===== src/hdl/elts_ram.sv =====
// Generic single-port-write, single-read RAM with registered read data.
// No dependencies.
module elts_ram #(
    parameter int WIDTH = 8,
    parameter int DEPTH = 64
) (
    input  logic                     i_clk,
    input  logic                     i_we,
    input  logic [$clog2(DEPTH)-1:0] i_waddr,
    input  logic [WIDTH-1:0]         i_wdata,
    input  logic [$clog2(DEPTH)-1:0] i_raddr,
    output logic [WIDTH-1:0]         o_rdata
);
    logic [WIDTH-1:0] r_mem [DEPTH];
    logic [WIDTH-1:0] r_rdata;

    always_ff @(posedge i_clk) begin
        if (i_we) begin
            r_mem[i_waddr] <= i_wdata;
        end
        r_rdata <= r_mem[i_raddr];
    end

    assign o_rdata = r_rdata;
endmodule


===== config.mk =====
export PLATFORM = sky130hd
export DESIGN_NAME = elts_ram
export DESIGN_NICKNAME = d
export VERILOG_FILES = /design/src/hdl/elts_ram.sv
export SDC_FILE = /design/constraint.sdc
export NUM_CORES = 1
export LEC_CHECK = 0
export BUFFER_PORTS_ARGS = -buffer_cell sky130_fd_sc_hd__buf_2
export CORE_MARGIN = 2
export CORE_UTILIZATION = 62
export CTS_CLUSTER_SIZE = 14
export DETAILED_ROUTE_END_ITERATION = 6
export PLACE_DENSITY = 0.86
export SETUP_SLACK_MARGIN = 0.1
export SYNTH_ARGS = -nofsm -noshare
export SYNTH_HDL_FRONTEND = slang
export SYNTH_SLANG_ARGS = --single-unit

===== constraint.sdc =====
create_clock -name i_clk -period 2.8 [get_ports i_clk]
set_input_delay 0.56 -clock i_clk [delete_from_list [all_inputs] [get_ports i_clk]]
set_output_delay 0.56 -clock i_clk [all_outputs]
set_load 0.1 [all_outputs]

# After elaboration in Yosys (flattened, before gate mapping)
# Memory sizes are Yosys's and may differ from the RTL's. A register that Yosys moved wholly into a read port is not among the register bits.
# Index checks and enable logic that the tools add are counted.
# totals
latchBits,0
mem_count,1
in_bits,22
word_cells,3
regBits,0
mem_bits_rw,512
mem_bits_ro,0
out_inout_bits,8
# classes
n_bitwise,0
div_mod_pow,0
n_lt_le_gt_ge,0
mul,0
n_shift,0
addsub,0
n_eq_ne,0
n_reduce_logical,0
mux,2
# mem_list
memory,depth,width,read_ports,rd_clocked_by_memory_dff,wr,line,source
r_mem,64,8,1,1,1,14,logic [WIDTH-1:0] r_mem [DEPTH];
# ops
op,n
1-bit 2-to-1 mux,2

# Depth between registers and ports, before layout
# Gate-level depths: netlist of run 1.
# depth
word_depth,2
mapped_depth,9
mapped_depth_nobuf,5

# Worst setup path after synthesis of run 1
# OpenSTA, ideal clock, no wires.
# synth_timing
path_type,in2reg
start,input port i_raddr[1]
end,register r_rdata[3] (netlist: o_rdata[3]) (read register of r_mem)
t_required_ps,2672
slack_ps,572
setup_ps,128
stages,7
path_buffers,3
arrival_ps,2100
cell_sequence,buf_4 > buf_2 > buf_2 > mux4_2 > mux4_2 > o21ai_1 > o41ai_1
# synth_rtl
item,line,source
from (decl),11,"input logic [$clog2(DEPTH)-1:0] i_raddr,"
to (decl),15,logic [WIDTH-1:0] r_rdata;

==> flow_metrics.tcl, run 1 <==
set metrics [dict create \
    outcome "completed" \
    setup_violations 0 \
    cp_max_fo 18 \
    die_x_um 184 \
    ctsHoldBuffers 0 \
    grt-ovfl-total 0 \
    cts.sinks 520 \
    worst_pin_slew_ns 1.26 \
    place.port_buffers 29 \
    synth-main-ff-cell "edfxtp_1" \
    syn_inst 940 \
    placed_area_sq_um 21500 \
    pwr_density_cell_nw_per_um2 683 \
    fin_nets 1101 \
    critPathTopFamily "compound AO/OA/AOI/OAI gates" \
    grt_pass1_vias 10600 \
    synthArstFlopShare_pct 0 \
    hp-class "in2reg" \
    cts_tree "yes" \
    crit_path_top_delay_cell "a2111oi_0" \
    critical_path_required_ns 3.21 \
    slew_violations 0 \
    syn_nets 962 \
    area_growth_pct 13.8 \
    drive_gt1_share_pct 31.0 \
    clk_pin_slew_worst_paths_ns 0.06 \
    rsz0062_at_grt "false" \
    cp-end-kind "flop" \
    clock.fmax_mhz 414 \
    setup_tns_ns 0 \
    ioPinCount 30 \
    rr_worst_depth 5 \
    critPathLaunchType "input port" \
    synth.cell_area_sq_um 20200 \
    p_leak_nw 7.39 \
    layout_common_cells "edfxtp_1, mux4_2, buf_4" \
    wl_per_cell_um 30.3 \
    drc 0 \
    postCtsResizedCells 0 \
    post-place-cells 1471 \
    dp_hpwl_mm 28.3 \
    relSlewSlack_pct 15.9 \
    vias 10500 \
    grt_max_degree 65 \
    grt_first_pass_wirelength_mm 69.6 \
    ys_seq_elements 520 \
    yosysTopAreaCell "edfxtp_1" \
    vdd_ir_drop_max_uv 537 \
    gp_congestion 0.909 \
    skew_ns 0.0259 \
    crit_path_frequent_cell "buf_4" \
    ant_nets 0 \
    synth.distinct_cells 40 \
    worst-setup-path-type "in2reg" \
    ys.warnings.count 0 \
    worstSetupPathDepth 7 \
    drt_pass1_iterations 6 \
    dieArea_sq_um 34000 \
    synth-edff-count 512 \
    post-cts-setup-buffers 0 \
    wl_mm 47.2 \
    grt_use_total_pct 28.8 \
    crit_buf_inv 3 \
    crit_arrival_ns 2.83 \
    clkLatencyLatePin_ns 0.56 \
    cts_max_level 2 \
    netlist_top_cells_area "edfxtp_1, mux4_2, nor2_1, mux2i_1, dfxtp_1" \
    fin_cells 1558 \
    initial_core_util_pct 62.5 \
    rows 66 \
    crit_chain "buf_4 > buf_12 > mux4_2 > nor2b_1 > a2111oi_0 > buf_4 > o41ai_1" \
    crit_path_max_incr_delay_ns 0.86 \
    final_common_cell "edfxtp_1" \
    ys_seq_area_share_pct 77.0 \
    grt_antenna_before_repair 3 \
    first_iter_violations 1374 \
    vias_per_cell 6.75 \
    design_area_sq_um 22900 \
    hold_depth 3 \
    cts_buffers 48 \
    cap_violations 0 \
    final_core_utilization_pct 71.1 \
    hold_violations 0 \
    die_h_um 184 \
    clk_path_buf_depth 3 \
    avgSynthCellArea_sq_um 21.5 \
    cts_root_buf "clkbuf_16" \
    core_sq_um 32300 \
    period_needed_ns 2.41 \
    period_share_pct 86.2 \
    netlist.area_leader.share_pct 76.2 \
]
==> path summary, 6_finish.rpt <==
check | start | end | slack, ns
min reg2reg | r_mem[34][0]$_DFFE_PP_ | o_rdata[0]$_DFF_P_ | 0.87
max reg2reg | r_mem[3][5]$_DFFE_PP_ | o_rdata[5]$_DFF_P_ | 0.42
min | i_raddr[5] | o_rdata[1]$_DFF_P_ | 0.45
max | i_raddr[1] | o_rdata[5]$_DFF_P_ | 0.39
==> metal layers <==
metal | global-route usage [%] | vias up | part of all wire [%]
li1 | - | 4199 | -
met3 | 6.01 | 142 | 10
met2 | 47.7 | 768 | 50
met5 | 0 | - | 0.034
met4 | 9.34 | 2 | 3.8
met1 | 39.1 | 5398 | 36
==> kinds of logic (layout without fill, tap and decap cells) <==
logic type	after synthesis	after routing	share of synthesized area, %
compound gates	54	54	2.07
buf+inv	51	225	1.57
flops	520	520	77.0
mux	162	162	15.9
other cells	0	2	0
simple gates	153	153	3.39
==> worst register-to-register path, delay by kind of cell, from the launching register on <==
kind / cells / cell delay, ns
compound gates: 2 / 0.95
mux: 1 / 0.49
flops: 1 / 0.38
buf+inv: 1 / 0.26
simple gates: 1 / 0.16
==> Yosys cell counts (6+ instances only) <==
master,instances
a221oi_1,6
buf_2,11
buf_4,13
clkbuf_1,17
dfxtp_1,8
edfxtp_1,512
mux2_2,13
mux2i_1,23
mux4_2,126
nand2_1,19
nand2b_1,7
nand3_1,13
nor2_1,83
nor2b_1,14
nor3_1,7
o221ai_1,8
o22ai_1,8
==> flip-flops by register name, summed over array words and instances (netlist names) <==
signal,count
o_rdata,8
r_mem,512
==> where the power goes <==
group | total, mW | switching, mW | internal, mW | leakage (nW)
logic | 0.951 | 0.619 | 0.332 | 2.01
clock network | 6.08 | 2.72 | 3.35 | 0.702
registers | 8.65 | 0.0362 | 8.61 | 4.67
==> layout make-up <==
type	count	area, sq um
antenna	2	5.00
tap	442	553
fill	1727	9340
clock buffer	60	1290
sequential	520	15500
multi-input combinational	369	4320
clock inverter	25	159
timing repair buffer	140	1090
==> stage by stage <==
step / total power [mW] / hold slack [ns] / setup slack (ns)
6_report: 15.7 / 0.450 / 0.385
5_1_grt: 16.0 / 0.459 / 0.368
4_1_cts: 15.7 / 0.421 / 0.462
3_5_place_dp: 9.74 / 0.814 / -0.100
3_3_place_gp: 9.70 / 0.787 / 0.0236
2_1_floorplan: 9.36 / 0.659 / 0.572
Power figures use the tool's default switching activity.
==> inputs of run 2 (changes only) <==
Settings changed: CORE_UTILIZATION 62 to 56, PLACE_DENSITY 0.86 to 0.82.
Clock period 2.8 ns to 1.93 ns, I/O delays scaled along.
==> flow_metrics.tcl, run 2 (synthesis results as in run 1) <==
set metrics [dict create \
    holdPathEnd "o_rdata[2]$_DFF_P_" \
    place.port_buffers 29 \
    timing.rr.end "o_rdata[4]$_DFF_P_" \
    reg2reg_slack_ns -0.005 \
    grt_first_pass_wirelength_mm 67.4 \
    clk_pin_slew_worst_paths_ns 0.06 \
    cts_root_buf "clkbuf_16" \
    grt_util_met2_pct 39.1 \
    r2r-start "r_mem[20][4]$_DFFE_PP_" \
    fill_cells 2125 \
    p_leak_nw 7.67 \
    outcome "complete, but fails checks" \
    period_share_pct 100 \
    period_needed_ns 1.94 \
    worst_hold_startpoint "i_raddr[5]" \
    placed_area_sq_um 21900 \
    design_area_sq_um 23500 \
    cts.sinks 520 \
    dieArea_sq_um 37500 \
    rr_worst_depth 6 \
    skew_ns 0.0216 \
    setup_violations 1 \
    crit_path_max_incr_delay_ns 0.47 \
    clkLatencyLatePin_ns 0.56 \
    layout_common_cells "edfxtp_1, buf_4, mux4_2" \
    die_h_um 194 \
    relSlewSlack_pct 16.6 \
    grt_pass1_vias 10700 \
    pwr_density_cell_nw_per_um2 969 \
    cts_buffers 49 \
    drive_gt1_share_pct 34.8 \
    violations "setup timing" \
    seq_area_sq_um 15500 \
    vdd_ir_drop_max_uv 842 \
    place_ws_ns -0.581 \
    initial_core_util_pct 56.8 \
    grtUsageMet3_pct 6.12 \
    cap_violations 0 \
    hold_violations 0 \
    drc 0 \
    first_iter_violations 1268 \
    vias_per_cell 6.53 \
    regMostFlops "r_mem" \
    dp_hpwl_mm 28.4 \
    area_growth_pct 16.5 \
    post-cts-setup-buffers 0 \
    drt_pass1_iterations 6 \
    rsz0062_at_grt "true" \
    cp-end-kind "flop" \
    wl_mm 45.6 \
    cts_max_level 2 \
    worst-setup-path-type "reg2reg" \
    total_power_mw 22.8 \
    ioPinCount 30 \
    hp-class "in2reg" \
    cts_tree "yes" \
    core_sq_um 35500 \
    grt-ovfl-total 0 \
    crit_path_top_delay_cell "mux4_2" \
    hold_depth 3 \
    gp_congestion 0.859 \
    grt.busiest_layer "met2" \
    final_common_cell "edfxtp_1" \
    ant_nets 0 \
    slew_violations 0 \
    clock.fmax_mhz 517 \
    largest_reg_flops 512 \
    crit_arrival_ns 2.37 \
    grt_antenna_before_repair 7 \
    vias 10600 \
    grt_max_degree 65 \
    grt_use_total_pct 24.4 \
    critPathTopFamily "multiplexers" \
    clk_path_buf_depth 3 \
    multi_input_area_sq_um 4430 \
    worst_pin_slew_ns 1.25 \
    critPathLaunchType "flop" \
    critical_path_required_ns 2.37 \
    crit_buf_inv 1 \
    die_x_um 194 \
    rows 69 \
    grt_util_met1_pct 33.2 \
    fin_ws_ns -0.00543 \
    wl_per_cell_um 28.0 \
    crit_chain "mux4_2 > mux2_4 > o221a_4 > nor3_4 > buf_4 > o32ai_2" \
    fin_nets 1150 \
    cp_max_fo 1 \
]
-- run 2: changes by cell type in the layout (fill, tap and decap cells not counted), moves of 3 or more --
cell	delta
buf_4	+49
a221oi_1	-3
clkinvlp_4	-3
buf_2	-6
a221oi_2	+3
nor3_1	-4
-- run 2: cell type report --
cell class / instances / area share (%)
antenna: 2 / 0.0213
clock buffer: 63 / 5.62
clock inverter: 25 / 0.495
multi-input combinational: 369 / 18.8
sequential: 520 / 66.1
tap: 461 / 2.45
timing repair buffer: 188 / 6.46
-- run 2: tightest hold or removal path: stages --
cell and delay [ns]:
buf_2 0.22, nand2_1 0.10, o2bb2ai_1 0.06
-- run 2: what timing repair did --
action | in CTS | in global routing
hold buffers | 0 | 0
gates resized for setup | 15 | 11
pin swaps | 2 | 2
setup endpoints to repair | 9 | 8
endpoints found under the hold margin | 0 | 0
-- run 2: worst max-delay path by stage --
stage,start,endpoint,cells after the start
after CTS,r_mem[20][4]$_DFFE_PP_,o_rdata[4]$_DFF_P_,6
after global placement,i_raddr[0],o_rdata[7]$_DFF_P_,9
final,r_mem[20][4]$_DFFE_PP_,o_rdata[4]$_DFF_P_,6
after floorplan,i_raddr[0],o_rdata[7]$_DFF_P_,7
after global routing,r_mem[17][4]$_DFFE_PP_,o_rdata[4]$_DFF_P_,6
after detailed placement,i_raddr[0],o_rdata[4]$_DFF_P_,7
-- run 2: through the flow --
| step | hold slack, ns | setup TNS, ns | instances | utilization [%] |
|---|---|---|---|---|
| 3_5_place_dp | 0.808 | -3.73 | 1538 | 61.8 |
| 6_report | 0.251 | -0.00543 | 1628 | 66.2 |
| 5_1_grt | 0.263 | -0.0227 | 1626 | 66.2 |
| 2_1_floorplan | 0.485 | -0.00445 | 940 | - |
| 4_1_cts | 0.210 | 0 | 1626 | 66.1 |
| 3_3_place_gp | 0.811 | -3.46 | 1538 | 61.8 |
-- run 2: routing by layer --
layer  vias to the layer above  routed length [um]
li1                       4308                   -
met1                      5523               17200
met2                       671               22500
met3                       126                4610
met4                         8                1360
met5                         -                  50
-- run 2: power breakdown --
| group | switching [mW] | leakage, nW | internal, mW |
|---|---|---|---|
| logic | 0.912 | 2.29 | 0.578 |
| registers | 0.0531 | 4.67 | 12.5 |
| clock network | 3.92 | 0.711 | 4.81 |
